<file path="config.mk">
export PLATFORM = sky130hd
export DESIGN_NAME = fault_record_crc_validator_top
export DESIGN_NICKNAME = d
export VERILOG_FILES = /design/src/sv/frcv_pkg.sv /design/src/sv/fault_record_crc_validator_top.sv
export SDC_FILE = /design/constraint.sdc
export NUM_CORES = 1
export LEC_CHECK = 0
export BUFFER_PORTS_ARGS = -buffer_cell sky130_fd_sc_hd__buf_4
export CORE_MARGIN = 2
export CORE_UTILIZATION = 60
export CTS_CLUSTER_DIAMETER = 200
export DETAILED_ROUTE_END_ITERATION = 10
export PLACE_DENSITY_LB_ADDON = 0.1
export SLEW_MARGIN = 40
export SYNTH_ARGS = -nofsm -noshare
export SYNTH_HDL_FRONTEND = slang
export SYNTH_SLANG_ARGS = --single-unit
</file>
<file path="constraint.sdc">
create_clock -name clk_i -period 5.8 [get_ports clk_i]
set_input_delay 0.58 -clock clk_i [delete_from_list [all_inputs] [get_ports clk_i]]
set_output_delay 0.58 -clock clk_i [all_outputs]
set_load 0.01 [all_outputs]
</file>
<file path="src/sv/frcv_pkg.sv">
// ----------------------------------------------------------------------------
// frcv_pkg: shared constants and CRC helpers for the fault record validator
// Record length, CRC-32 (reflected) constants and the one-word update matrix.
// ----------------------------------------------------------------------------
`default_nettype none

package frcv_pkg;

  localparam int unsigned RECORD_WORDS = 11;
  localparam int unsigned POS_W        = 4;
  localparam logic [POS_W-1:0] LAST_POS = POS_W'(RECORD_WORDS - 1);
  localparam logic [31:0] RECORD_LEN_WORD = 32'(RECORD_WORDS);

  localparam logic [31:0] CRC_START = 32'hFFFF_FFFF;
  localparam logic [31:0] CRC_POLY  = 32'hEDB8_8320;

  localparam int unsigned S_TDATA_W = 32;
  localparam int unsigned M_TDATA_W = 40;  // 35 bits of fields, padded to bytes

  typedef logic [31:0] crc_cols_t [32];

  // Column i is the 32-step CRC image of a lone bit i; built at elaboration.
  function automatic crc_cols_t build_cols();
    crc_cols_t   cols;
    logic [31:0] c;
    for (int i = 0; i < 32; i++) begin
      c = 32'h1 << i;
      for (int k = 0; k < 32; k++) begin
        c = (c >> 1) ^ (c[0] ? CRC_POLY : 32'h0);
      end
      cols[i] = c;
    end
    return cols;
  endfunction

  localparam crc_cols_t CRC_COLS = build_cols();

  // One word through the CRC: linear, so an XOR of matrix columns.
  function automatic logic [31:0] crc_word(input logic [31:0] crc, input logic [31:0] word);
    logic [31:0] c;
    logic [31:0] r;
    c = crc ^ word;
    r = '0;
    for (int i = 0; i < 32; i++) begin
      if (c[i]) begin
        r = r ^ CRC_COLS[i];
      end
    end
    return r;
  endfunction

endpackage

`default_nettype wire

</file>
<file path="src/sv/fault_record_crc_validator_top.sv">
// ----------------------------------------------------------------------------
// fault_record_crc_validator_top: fault record length and CRC checker
// Walks a fixed-size record word by word and reports one verdict per record.
// ----------------------------------------------------------------------------
// One word is taken per clock cycle unless a result waits in the output
// register with m_axis_tready low, which holds s_axis_tready low; the
// word rate is set by the combinational CRC update (an XOR matrix over one
// 32-bit word) feeding the accumulator register. A word with tuser set starts
// a record; after the last word the block expects word 0 again. One output
// transaction follows each completed record, carrying the verdict, the length
// check, the CRC check and the CRC computed over all words but the last.
`default_nettype none

module fault_record_crc_validator_top (
  input  wire logic                            clk_i,
  input  wire logic                            rst_ni,
  input  wire logic                            s_axis_tvalid,
  output logic                                 s_axis_tready,
  input  wire logic [frcv_pkg::S_TDATA_W-1:0]  s_axis_tdata,  // [31:0] data_word
  input  wire logic                            s_axis_tuser,  // [0] first_word
  output logic                                 m_axis_tvalid,
  input  wire logic                            m_axis_tready,
  // [0] record_valid, [1] length_ok, [2] crc_ok, [34:3] computed_crc, [39:35] zero
  output logic [frcv_pkg::M_TDATA_W-1:0]       m_axis_tdata
);

  logic [31:0]                crc_q, crc_d;
  logic [frcv_pkg::POS_W-1:0] pos_q, pos_d;
  logic                       len_q, len_d;
  logic                       out_valid_q, out_valid_d;
  logic [34:0]                out_data_q, out_data_d;

  logic                       s_accept;
  logic [frcv_pkg::POS_W-1:0] pos_eff;
  logic [31:0]                crc_eff;
  logic                       is_last;
  logic                       crc_match;

  assign s_axis_tready = !out_valid_q || m_axis_tready;
  assign s_accept      = s_axis_tvalid && s_axis_tready;

  // a first-word flag restarts the record before the word is used
  assign pos_eff   = s_axis_tuser ? '0 : pos_q;
  assign crc_eff   = s_axis_tuser ? frcv_pkg::CRC_START : crc_q;
  assign is_last   = (pos_eff >= frcv_pkg::LAST_POS);
  assign crc_match = (crc_eff == s_axis_tdata);

  always_comb begin
    crc_d       = crc_q;
    pos_d       = pos_q;
    len_d       = len_q;
    out_valid_d = out_valid_q && !m_axis_tready;
    out_data_d  = out_data_q;
    if (s_accept) begin
      if (!is_last) begin
        if (pos_eff == '0) begin
          len_d = (s_axis_tdata == frcv_pkg::RECORD_LEN_WORD);
        end
        crc_d = frcv_pkg::crc_word(crc_eff, s_axis_tdata);
        pos_d = pos_eff + 1'b1;
      end else begin
        out_valid_d = 1'b1;
        out_data_d  = {crc_eff, crc_match, len_q, crc_match && len_q};
        crc_d       = frcv_pkg::CRC_START;
        pos_d       = '0;
        len_d       = 1'b0;
      end
    end
  end

  always_ff @(posedge clk_i or negedge rst_ni) begin
    if (!rst_ni) begin
      crc_q       <= frcv_pkg::CRC_START;
      pos_q       <= '0;
      len_q       <= 1'b0;
      out_valid_q <= 1'b0;
    end else begin
      crc_q       <= crc_d;
      pos_q       <= pos_d;
      len_q       <= len_d;
      out_valid_q <= out_valid_d;
    end
  end

  always_ff @(posedge clk_i) begin
    out_data_q <= out_data_d;
  end

  assign m_axis_tvalid = out_valid_q;
  assign m_axis_tdata  = {5'b0, out_data_q};

  // checks

  a_pos_range: assert property (@(posedge clk_i) disable iff (!rst_ni)
    pos_q <= frcv_pkg::LAST_POS)
    else $error("word position beyond record end");

  a_rise_from_last: assert property (@(posedge clk_i) disable iff (!rst_ni)
    $rose(out_valid_q) |-> $past(s_accept && is_last))
    else $error("result appeared without a final word");

  a_restart_after_last: assert property (@(posedge clk_i) disable iff (!rst_ni)
    s_accept && is_last |=> pos_q == '0 && crc_q == frcv_pkg::CRC_START && !len_q)
    else $error("record state not restarted after final word");

  a_verdict: assert property (@(posedge clk_i) disable iff (!rst_ni)
    out_valid_q |-> out_data_q[0] == (out_data_q[1] && out_data_q[2]))
    else $error("verdict disagrees with its checks");

endmodule

`default_nettype wire

</file>
==> metrics, run 1 <==
top post-synthesis cells by area sky130_fd_sc_hd__xnor3_1 21%, sky130_fd_sc_hd__xnor2_1 18%, sky130_fd_sc_hd__edfxtp_1 13%, sky130_fd_sc_hd__dfstp_2 11%, sky130_fd_sc_hd__xor2_1 7.8%; syn_area_per_cell 10.4 um^2; clock power share 8.1%; Slowest cell on crit path sky130_fd_sc_hd__buf_4; net switching component of the power 2.69 mW; clock latency reported for the late side of the worst-skew pair 0.35 ns; worst clock skew on the final layout 0.00492 ns; global-route wire length before repair 35300 um; buffers plus inverters on the worst setup path 2; Netlist cell types 45; most frequently used cell type in the post-synthesis netlist sky130_fd_sc_hd__xnor2_1; area of the die 14300 um^2; fraction of final layout cells with drive strength greater than 1 20.5%; final count of pins violating max slew 0; HPWL after DPL 18200 um; cell-internal power 4.32 mW; max-cap check violation count 0; largest net degree at the start of global routing 81; TritonCTS clock tree done; share of Yosys cell area claimed by the top area cell type 21.1%; area overhead of the layout relative to synthesis 8.63%; Setup TNS Final 0 ns; CP Capture Type register; Bufs on Longest Clock Path 2; number of enable-type register cells in the synthesized netlist 35; Max stage delay on crit path 0.64 ns; cell accounting for the most synthesized area sky130_fd_sc_hd__xnor3_1; Flop pwr share 17.8%; data required time at the worst endpoint 6.08 ns; CTS Hold Bufs 0; top cell family by delay on the critical path XOR/XNOR gates; VDD IR max 0.582 mV; iteration count of the initial detailed-routing pass 5; pwr/cell area 807 nW/um^2; LEAKAGE 3.76 nW; drt total wl 24100 um; die height 119 um; final cell utilization of the core 66.1%; result of the run completed; sequential share of the synthesized area 25.5%; drt wl/cell 25.2 um; horizontal extent of the die 119 um; Arrival @ worst endpoint 3.53 ns; hold crit path type in -> async; Core Rows 42; core area 13100 um^2; Initial Utilization 60.8%; vias in the first global route 5507; post-synthesis instance area 7990 um^2; gp weighted congestion 1.01; worst slew pin tran 0.865 ns; Max FO, Critical Path 80; post-synthesis async set-or-reset flop share 52.1%; via count normalized by instance count 5.88; critical path depth in cells 10; number of cells upsized or downsized after cts 0; share of total power consumed by net switching 38.4%; commonest register cell after synthesis sky130_fd_sc_hd__edfxtp_1; maximum achievable frequency 307 MHz; Combinational Power Share 74.1%; synthesized flop and latch total 73; total via count in the routed design 5628; count of clock tree sinks 73; final critical-path share of the clock period 56.1%; post-CTS setup repair buffer count 0; overall track demand over capacity in global routing 35.0%; number of warning messages in the yosys log 0; cell chosen for the clock root sky130_fd_sc_hd__clkbuf_16; worst slew margin relative to its limit 42.3%; number of nets in the layout 818; setup repair after global routing missed its margin no; critical path, cell by cell buf_4, nor2_1, xor2_1, ha_1, inv_1, xnor3_1, xnor3_1, xnor3_1, xnor3_1, a21oi_1; number of buffers added by the clock tree synthesis step 9; total power 7.01 mW; IO buf count 73; Residual DRC 0; count of fill cells added during filler insertion 1085; cells after synthesis 766; number of cells traversed by the worst register-to-register path 9; number of H-tree levels 3; io pins 79; remaining antenna violation count after routing 0; number of antenna violations at the first check in global routing 0; time the worst path needs with I/O delays and setup 3.25 ns; final setup violation count 0; Setup crit start kind input port; final hold violations 0; DRT iter0 DRCs 578; leading cell types by count after synthesis 168 x sky130_fd_sc_hd__xnor2_1, 93 x sky130_fd_sc_hd__nor2_1, 75 x sky130_fd_sc_hd__xnor3_1, 71 x sky130_fd_sc_hd__xor2_1, 49 x sky130_fd_sc_hd__buf_2; Setup Crit Path Kind in -> reg; flip-flop and latch area 2040 um^2; area of the multi-input gates 5480 um^2; GR Overflow Total 0; most numerous cell on the critical path sky130_fd_sc_hd__xnor3_1; antenna diode instance count 0; Worst-path clk slew 0.06 ns
## metal layers
layer	vias to the layer above	wire length (um)	GRT usage [%]
li1	2518	-	-
met1	2779	10000	49.0
met2	279	11000	53.8
met3	52	1950	5.27
met4	0	1110	16.5
met5	-	0	0
## cell families (layout without fill, tap and decap cells)
| family | Yosys count | count (layout) | synth area share, % |
|---|---|---|---|
| adders and majority gates | 5 | 5 | 0.783 |
| and+or+nand+nor | 184 | 184 | 10.7 |
| muxes | 1 | 1 | 0.141 |
| AOI/OAI and AO/OA | 77 | 77 | 5.64 |
| other | 1 | 5 | 0.0469 |
| xor gates and xnor gates | 330 | 330 | 51.0 |
| DFF | 73 | 73 | 25.5 |
| buffers and inverters | 95 | 106 | 6.20 |
## path summary, 6_finish.rpt
kind / startpoint / to / slack [ns]
worst max-delay path: s_axis_tuser / crc_q[27] / 2.55
worst min-delay path: rst_ni / len_q / 0.23
worst max register to register: crc_q[2] / crc_q[24] / 2.95
worst min register to register: pos_q[0] / pos_q[0] / 0.52
max in group asynchronous: rst_ni / crc_q[3] / 5.19
min in group clk_i: pos_q[0] / pos_q[0] / 0.52
## power groups by stage
stage	Combinational, mW	Clock (mW)	Sequential, mW
6_report	5.19	0.567	1.25
5_1_grt	5.50	0.590	1.25
4_1_cts	5.17	0.573	1.22
3_5_place_dp	5.14	0	1.23
3_3_place_gp	5.10	0	1.22
2_1_floorplan	4.58	0	0.850
## metrics by stage
stage | hold slack, ns | worst slack [ns] | area, um^2 | instances
6_report | 0.233 | 2.55 | 8680 | 957
5_1_grt | 0.265 | 2.39 | 8680 | 957
4_1_cts | 0.235 | 2.57 | 8680 | 957
3_5_place_dp | 0.507 | 2.22 | 8390 | 941
3_3_place_gp | 0.499 | 2.23 | 8370 | 940
2_1_floorplan | 0.284 | 2.18 | 8010 | 770
## final cells by class
class / count / share of cell area (%)
Tap cell: 176 / 2.54
Sequential cell: 73 / 23.5
Timing Repair Buffer: 78 / 6.98
Inverter: 12 / 0.519
Multi-Input combinational cell: 602 / 63.1
Clock buffer: 11 / 2.68
Clock inverter: 5 / 0.649
## sequential cells by signal, indices dropped and copies added, names as in the netlist
signal         flops
crc_q             32
len_q              1
m_axis_tvalid      1
out_data_q        35
pos_q              4
## placed cells by master (no fill, tap or decap), types with 3 or more instances in the layout
cell type / count
sky130_fd_sc_hd__dfstp_2: 32
sky130_fd_sc_hd__ha_1: 5
sky130_fd_sc_hd__o31ai_1: 3
sky130_fd_sc_hd__nor4b_1: 4
sky130_fd_sc_hd__nand4_1: 3
sky130_fd_sc_hd__xor2_2: 3
sky130_fd_sc_hd__a31oi_1: 9
sky130_fd_sc_hd__xnor2_2: 9
sky130_fd_sc_hd__conb_1: 5
sky130_fd_sc_hd__xor3_1: 4
sky130_fd_sc_hd__xor2_1: 71
sky130_fd_sc_hd__xnor3_1: 75
sky130_fd_sc_hd__nand3_1: 12
sky130_fd_sc_hd__xnor2_1: 168
sky130_fd_sc_hd__buf_4: 77
sky130_fd_sc_hd__dfrtp_1: 6
sky130_fd_sc_hd__a22o_1: 3
sky130_fd_sc_hd__clkbuf_16: 9
sky130_fd_sc_hd__nor2_1: 91
sky130_fd_sc_hd__o21ai_0: 17
sky130_fd_sc_hd__a22oi_1: 3
sky130_fd_sc_hd__nor3_1: 11
sky130_fd_sc_hd__o22a_1: 3
sky130_fd_sc_hd__nor4_1: 5
sky130_fd_sc_hd__or2_1: 6
sky130_fd_sc_hd__nand2_1: 23
sky130_fd_sc_hd__inv_1: 12
sky130_fd_sc_hd__edfxtp_1: 35
sky130_fd_sc_hd__or2_2: 18
sky130_fd_sc_hd__a21oi_1: 35
(Power assumes the default switching activity.)
==> run 2, diff against run 1 <==
--- a/config.mk
+++ b/config.mk
@@ -7,7 +7,7 @@
 export LEC_CHECK = 0
 export BUFFER_PORTS_ARGS = -buffer_cell sky130_fd_sc_hd__buf_4
 export CORE_MARGIN = 2
-export CORE_UTILIZATION = 60
+export CORE_UTILIZATION = 55
 export CTS_CLUSTER_DIAMETER = 200
 export DETAILED_ROUTE_END_ITERATION = 10
 export PLACE_DENSITY_LB_ADDON = 0.1
==> constraint.sdc (replaced) <==
create_clock -name clk_i -period 2.7 [get_ports clk_i]
set_input_delay 0.27 -clock clk_i [delete_from_list [all_inputs] [get_ports clk_i]]
set_output_delay 0.27 -clock clk_i [all_outputs]
set_load 0.01 [all_outputs]
==> metrics, run 2 (synthesis gave the netlist of run 1 again) <==
HPWL after DPL 19500 um; via count normalized by instance count 5.73; final setup violation count 0; filler-free cell count of the finished design 1010; vias in the first global route 5745; leading cell type in the layout, fill and taps excluded sky130_fd_sc_hd__xnor2_1; Arrival @ worst endpoint 2.82 ns; Slowest cell on crit path sky130_fd_sc_hd__dfstp_2; LEAKAGE 3.99 nW; drt wl/cell 25.0 um; number of cells traversed by the worst register-to-register path 6; leading cell types in the layout, fill and taps excluded 168 x sky130_fd_sc_hd__xnor2_1, 119 x sky130_fd_sc_hd__buf_4, 91 x sky130_fd_sc_hd__nor2_1; max-cap check violation count 0; antenna diode instance count 0; worst slew margin relative to its limit 58.7%; Setup TNS Final 0 ns; TritonCTS clock tree done; hold path startpoint m_axis_tready; final hold violations 0; critical path, cell by cell xnor2_1, nor2_1, xor3_1, xnor3_1, xnor3_1, a21oi_1; Max FO, Critical Path 10; core area 14400 um^2; pwr/cell area 1730 nW/um^2; number of antenna violations at the first check in global routing 0; Max stage delay on crit path 0.81 ns; largest net degree at the start of global routing 39; io pins 79; result of the run completed; total via count in the routed design 5784; number of nets in the layout 863; worst clock skew on the final layout 0.0121 ns; final count of pins violating max slew 0; post-CTS setup repair buffer count 0; cell chosen for the clock root sky130_fd_sc_hd__clkbuf_16; clock latency reported for the late side of the worst-skew pair 0.36 ns; most numerous cell on the critical path sky130_fd_sc_hd__xnor3_1; CP Capture Type register; Area after DPL 8760 um^2; WHS Endpoint m_axis_tvalid; overall track demand over capacity in global routing 33.6%; horizontal extent of the die 125 um; setup repair after global routing missed its margin no; die height 125 um; VDD IR max 1.56 mV; total power 15.7 mW; largest registers in the final layout out_data_q x35, crc_q x32, pos_q x4; number of H-tree levels 3; Core Rows 44; DRT iter0 DRCs 686; worst hold slack after final layout 0.291 ns; IO buf count 73; gp weighted congestion 0.996; area overhead of the layout relative to synthesis 13.7%; instance count after placement with tap cells included 993; worst slew pin tran 0.616 ns; Reg2Reg Launch Point crc_q[22]; fraction of final layout cells with drive strength greater than 1 24.6%; number of cells on the worst hold path 3; Setup Crit Path Kind reg -> reg; Non-Filler Cell Area, Final 9080 um^2; hold crit path type in -> reg; maximum achievable frequency 393 MHz; global-route wire length before repair 37600 um; Worst-path clk slew 0.07 ns; flip-flop count of the largest register after layout 35; GR Overflow Total 0; buffers plus inverters on the worst setup path 0; drt total wl 25200 um; area of the die 15500 um^2; remaining antenna violation count after routing 0; reg2reg end crc_q[8]; Bufs on Longest Clock Path 2; iteration count of the initial detailed-routing pass 5; data required time at the worst endpoint 2.98 ns; count of clock tree sinks 73; register-to-register setup slack 0.16 ns; Initial Utilization 55.6%; number of buffers added by the clock tree synthesis step 9; top cell family by delay on the critical path XOR/XNOR gates; largest reg by FF count out_data_q; final critical-path share of the clock period 94.3%; time the worst path needs with I/O delays and setup 2.54 ns; Residual DRC 0; Setup crit start kind register
-- run 2: cell type report --
cell class,instances,area [um^2]
clock buffer,11,233
clock inverter,5,80.1
fill,1214,5290
inverter,12,45.0
multi-input combinational,602,5480
sequential,73,2040
tap,184,230
timing repair buffer,123,971
-- run 2: worst max-delay path by stage --
stage / from / end / slack (ns) / cells past startpoint
floorplan: s_axis_tuser / crc_q[27] / -0.01 / 14
CTS: crc_q[22] / crc_q[8] / 0.19 / 6
detailed placement: s_axis_tuser / crc_q[17] / 0.16 / 8
global route: crc_q[2] / crc_q[24] / 0.09 / 9
finish: crc_q[22] / crc_q[8] / 0.16 / 6
global placement: s_axis_tuser / out_data_q[30] / 0.20 / 7
-- run 2: timing repair --
action | 4_1_cts | 5_1_grt
hold buffers | 1 | 0
endpoints found under the hold margin | 6 | 0
gates resized for setup | 0 | 0
-- run 2: worst register-to-register path, stage by stage, from the launching register on --
cell	delay [ns]
sky130_fd_sc_hd__dfstp_2	0.81
sky130_fd_sc_hd__xnor2_1	0.14
sky130_fd_sc_hd__nor2_1	0.20
sky130_fd_sc_hd__xor3_1	0.48
sky130_fd_sc_hd__xnor3_1	0.28
sky130_fd_sc_hd__xnor3_1	0.40
sky130_fd_sc_hd__a21oi_1	0.16
-- run 2: per-stage QoR --
stage | setup slack [ns] | util [%]
after floorplan | -0.0137 | -
after global placement | 0.199 | 60.8
after detailed placement | 0.158 | 61.0
after CTS | 0.191 | 63.2
after global routing | 0.0895 | 63.2
final | 0.155 | 63.2
-- run 2: power breakdown --
group          internal (mW)  switching [mW]
logic                   7.15            4.70
registers               1.76           0.764
clock network          0.809           0.513
-- run 2: layer usage --
layer / global-route usage [%] / vias to the layer above / routed length [um]
met5: 0 / - / 0
met4: 15.3 / 0 / 1070
met3: 4.64 / 60 / 1680
met2: 51.2 / 253 / 11500
met1: 48.0 / 2852 / 11000
li1: - / 2619 / -
==> run 3, diff against run 2 <==
--- a/config.mk
+++ b/config.mk
@@ -7,7 +7,8 @@
 export LEC_CHECK = 0
 export BUFFER_PORTS_ARGS = -buffer_cell sky130_fd_sc_hd__buf_4
 export CORE_MARGIN = 2
-export CORE_UTILIZATION = 55
+export CORE_UTILIZATION = 57
+export CTS_BUF_LIST = sky130_fd_sc_hd__clkbuf_2 sky130_fd_sc_hd__clkbuf_4 sky130_fd_sc_hd__clkbuf_8
 export CTS_CLUSTER_DIAMETER = 200
 export DETAILED_ROUTE_END_ITERATION = 10
 export PLACE_DENSITY_LB_ADDON = 0.1
==> metrics, run 3 (synthesis gave the netlist of run 1 again) <==
remaining antenna violation count after routing 0; global-route wire length before repair 37400 um; flip-flop count of the largest register after layout 35; net switching component of the power 6.01 mW; overall track demand over capacity in global routing 35.9%; core area 13800 um^2; final critical-path share of the clock period 97.1%; filler-free cell count of the finished design 1003; total via count in the routed design 5959; Setup TNS Final 0 ns; vias in the first global route 5763; gp weighted congestion 1.01; cell chosen for the clock root sky130_fd_sc_hd__clkbuf_8; largest reg by FF count out_data_q; Worst-path clk slew 0.09 ns; via count normalized by instance count 5.94; most numerous cell on the critical path sky130_fd_sc_hd__xnor3_1; number of H-tree levels 3; IO buf count 73; met2 usage 54.2%; Setup Crit Path Kind reg -> reg; leading cell type in the layout, fill and taps excluded sky130_fd_sc_hd__xnor2_1; setup repair after global routing missed its margin no; GR Overflow Total 0; io pins 79; number of cells upsized or downsized after cts 0; LEAKAGE 3.94 nW; antenna diode instance count 0; cell-internal power 9.45 mW; VDD IR max 1.20 mV; worst hold slack after final layout 0.259 ns; data required time at the worst endpoint 3.00 ns; CP Capture Type register; Reg2Reg Launch Point crc_q[2]; largest registers in the final layout out_data_q x35, crc_q x32, pos_q x4; fraction of final layout cells with drive strength greater than 1 24.7%; final cell utilization of the core 65.1%; hold crit path type in -> reg; number of buffers added by the clock tree synthesis step 9; number of antenna violations at the first check in global routing 0; share of total power consumed by net switching 38.9%; worst slew pin tran 0.716 ns; Initial Utilization 58.0%; TritonCTS clock tree done; Slowest cell on crit path sky130_fd_sc_hd__dfstp_2; WHS Endpoint m_axis_tvalid; drt total wl 25800 um; Bufs on Longest Clock Path 2; register-to-register setup slack 0.08 ns; final setup violation count 0; time the worst path needs with I/O delays and setup 2.62 ns; area overhead of the layout relative to synthesis 12.2%; final hold violations 0; instance count after placement with tap cells included 986; Max FO, Critical Path 5; number of cells on the worst hold path 3; area of the die 15000 um^2; most heavily used metal layer in global routing met2; leading cell types in the layout, fill and taps excluded 168 x sky130_fd_sc_hd__xnor2_1, 116 x sky130_fd_sc_hd__buf_4, 91 x sky130_fd_sc_hd__nor2_1; number of nets in the layout 860; drt wl/cell 25.7 um; iteration count of the initial detailed-routing pass 5; Max stage delay on crit path 0.60 ns; number of cells traversed by the worst register-to-register path 9; Flop pwr share 16.2%; worst slew margin relative to its limit 51.9%; critical path, cell by cell nor2_1, xnor2_1, inv_1, ha_1, xor3_1, xnor3_1, xnor3_1, xnor3_1, a21oi_1; Setup crit start kind register; maximum achievable frequency 381 MHz; die height 122 um; hold path startpoint m_axis_tready; met1 routing resource usage after global routing 50.6%; reg2reg end crc_q[24]; Core Rows 43; horizontal extent of the die 122 um; largest net degree at the start of global routing 39; M3 GR Usage 5.53%; worst clock skew on the final layout 0.0120 ns; count of clock tree sinks 73; DRT iter0 DRCs 628; post-CTS setup repair buffer count 0; final count of pins violating max slew 0; max-cap check violation count 0; pwr/cell area 1720 nW/um^2; clock latency reported for the late side of the worst-skew pair 0.38 ns; Arrival @ worst endpoint 2.93 ns; HPWL after DPL 19800 um; Combinational Power Share 77.0%; clock power share 6.8%; Residual DRC 0; result of the run completed
-- run 3: cell count changes in the layout (fill, tap and decap cells not counted), sizes merged --
cell / before / now
buf: 122 / 119
-- run 3: power by group through the flow --
stage / clock (mW) / sequential (mW) / combinational (mW)
floorplan: 0 / 1.83 / 9.80
global placement: 0 / 2.49 / 11.6
detailed placement: 0 / 2.49 / 11.7
CTS: 1.06 / 2.47 / 11.8
global route: 1.10 / 2.53 / 12.5
finish: 1.05 / 2.51 / 11.9
-- run 3: area by class of cell --
cell class | count | area, um^2
multi-input cells | 602 | 5480
clock buffers | 11 | 151
repair buffers | 120 | 943
clock inverters | 5 | 77.6
fillers | 1155 | 4810
flip-flops and latches | 73 | 2040
inverters | 12 | 45.0
well taps | 180 | 225
-- run 3: how the worst max path moves through the flow --
stage	startpoint	end	slack, ns	depth (start not counted)
detailed placement	s_axis_tuser	crc_q[17]	0.05	8
global route	crc_q[2]	crc_q[24]	0.008	9
CTS	crc_q[7]	crc_q[4]	0.1	6
global placement	s_axis_tuser	crc_q[17]	0.05	8
floorplan	s_axis_tuser	crc_q[27]	-0.01	14
finish	crc_q[2]	crc_q[24]	0.08	9
-- run 3: routing by layer --
layer	part of all wire [%]	vias to the layer above
li1	-	2599
met1	41	2929
met2	45	361
met3	9.0	70
met4	4.9	0
met5	0	-
-- run 3: what timing repair did --
action,CTS,global route
hold buffers,1,0
hold endpoints to repair,6,0
setup endpoints to repair,0,0
-- run 3: worst max-delay path: cells and delay by family (launching register included) --
kind / cells / cell delay [ns]
buf+inv: 1 / 0.07
fa+ha+maj: 1 / 0.29
flops: 1 / 0.60
compound gates: 1 / 0.16
xor+xnor: 5 / 1.35
simple gates: 1 / 0.08
-- run 3: per-stage QoR --
| step | cell area (um^2) | setup WS (ns) | total power [mW] |
|---|---|---|---|
| 6_report | 8970 | 0.0784 | 15.5 |
| 5_1_grt | 8970 | 0.00770 | 16.1 |
| 4_1_cts | 8970 | 0.0969 | 15.3 |
| 3_5_place_dp | 8730 | 0.0505 | 14.2 |
| 3_3_place_gp | 8690 | 0.0509 | 14.1 |
| 2_1_floorplan | 8040 | -0.0137 | 11.6 |
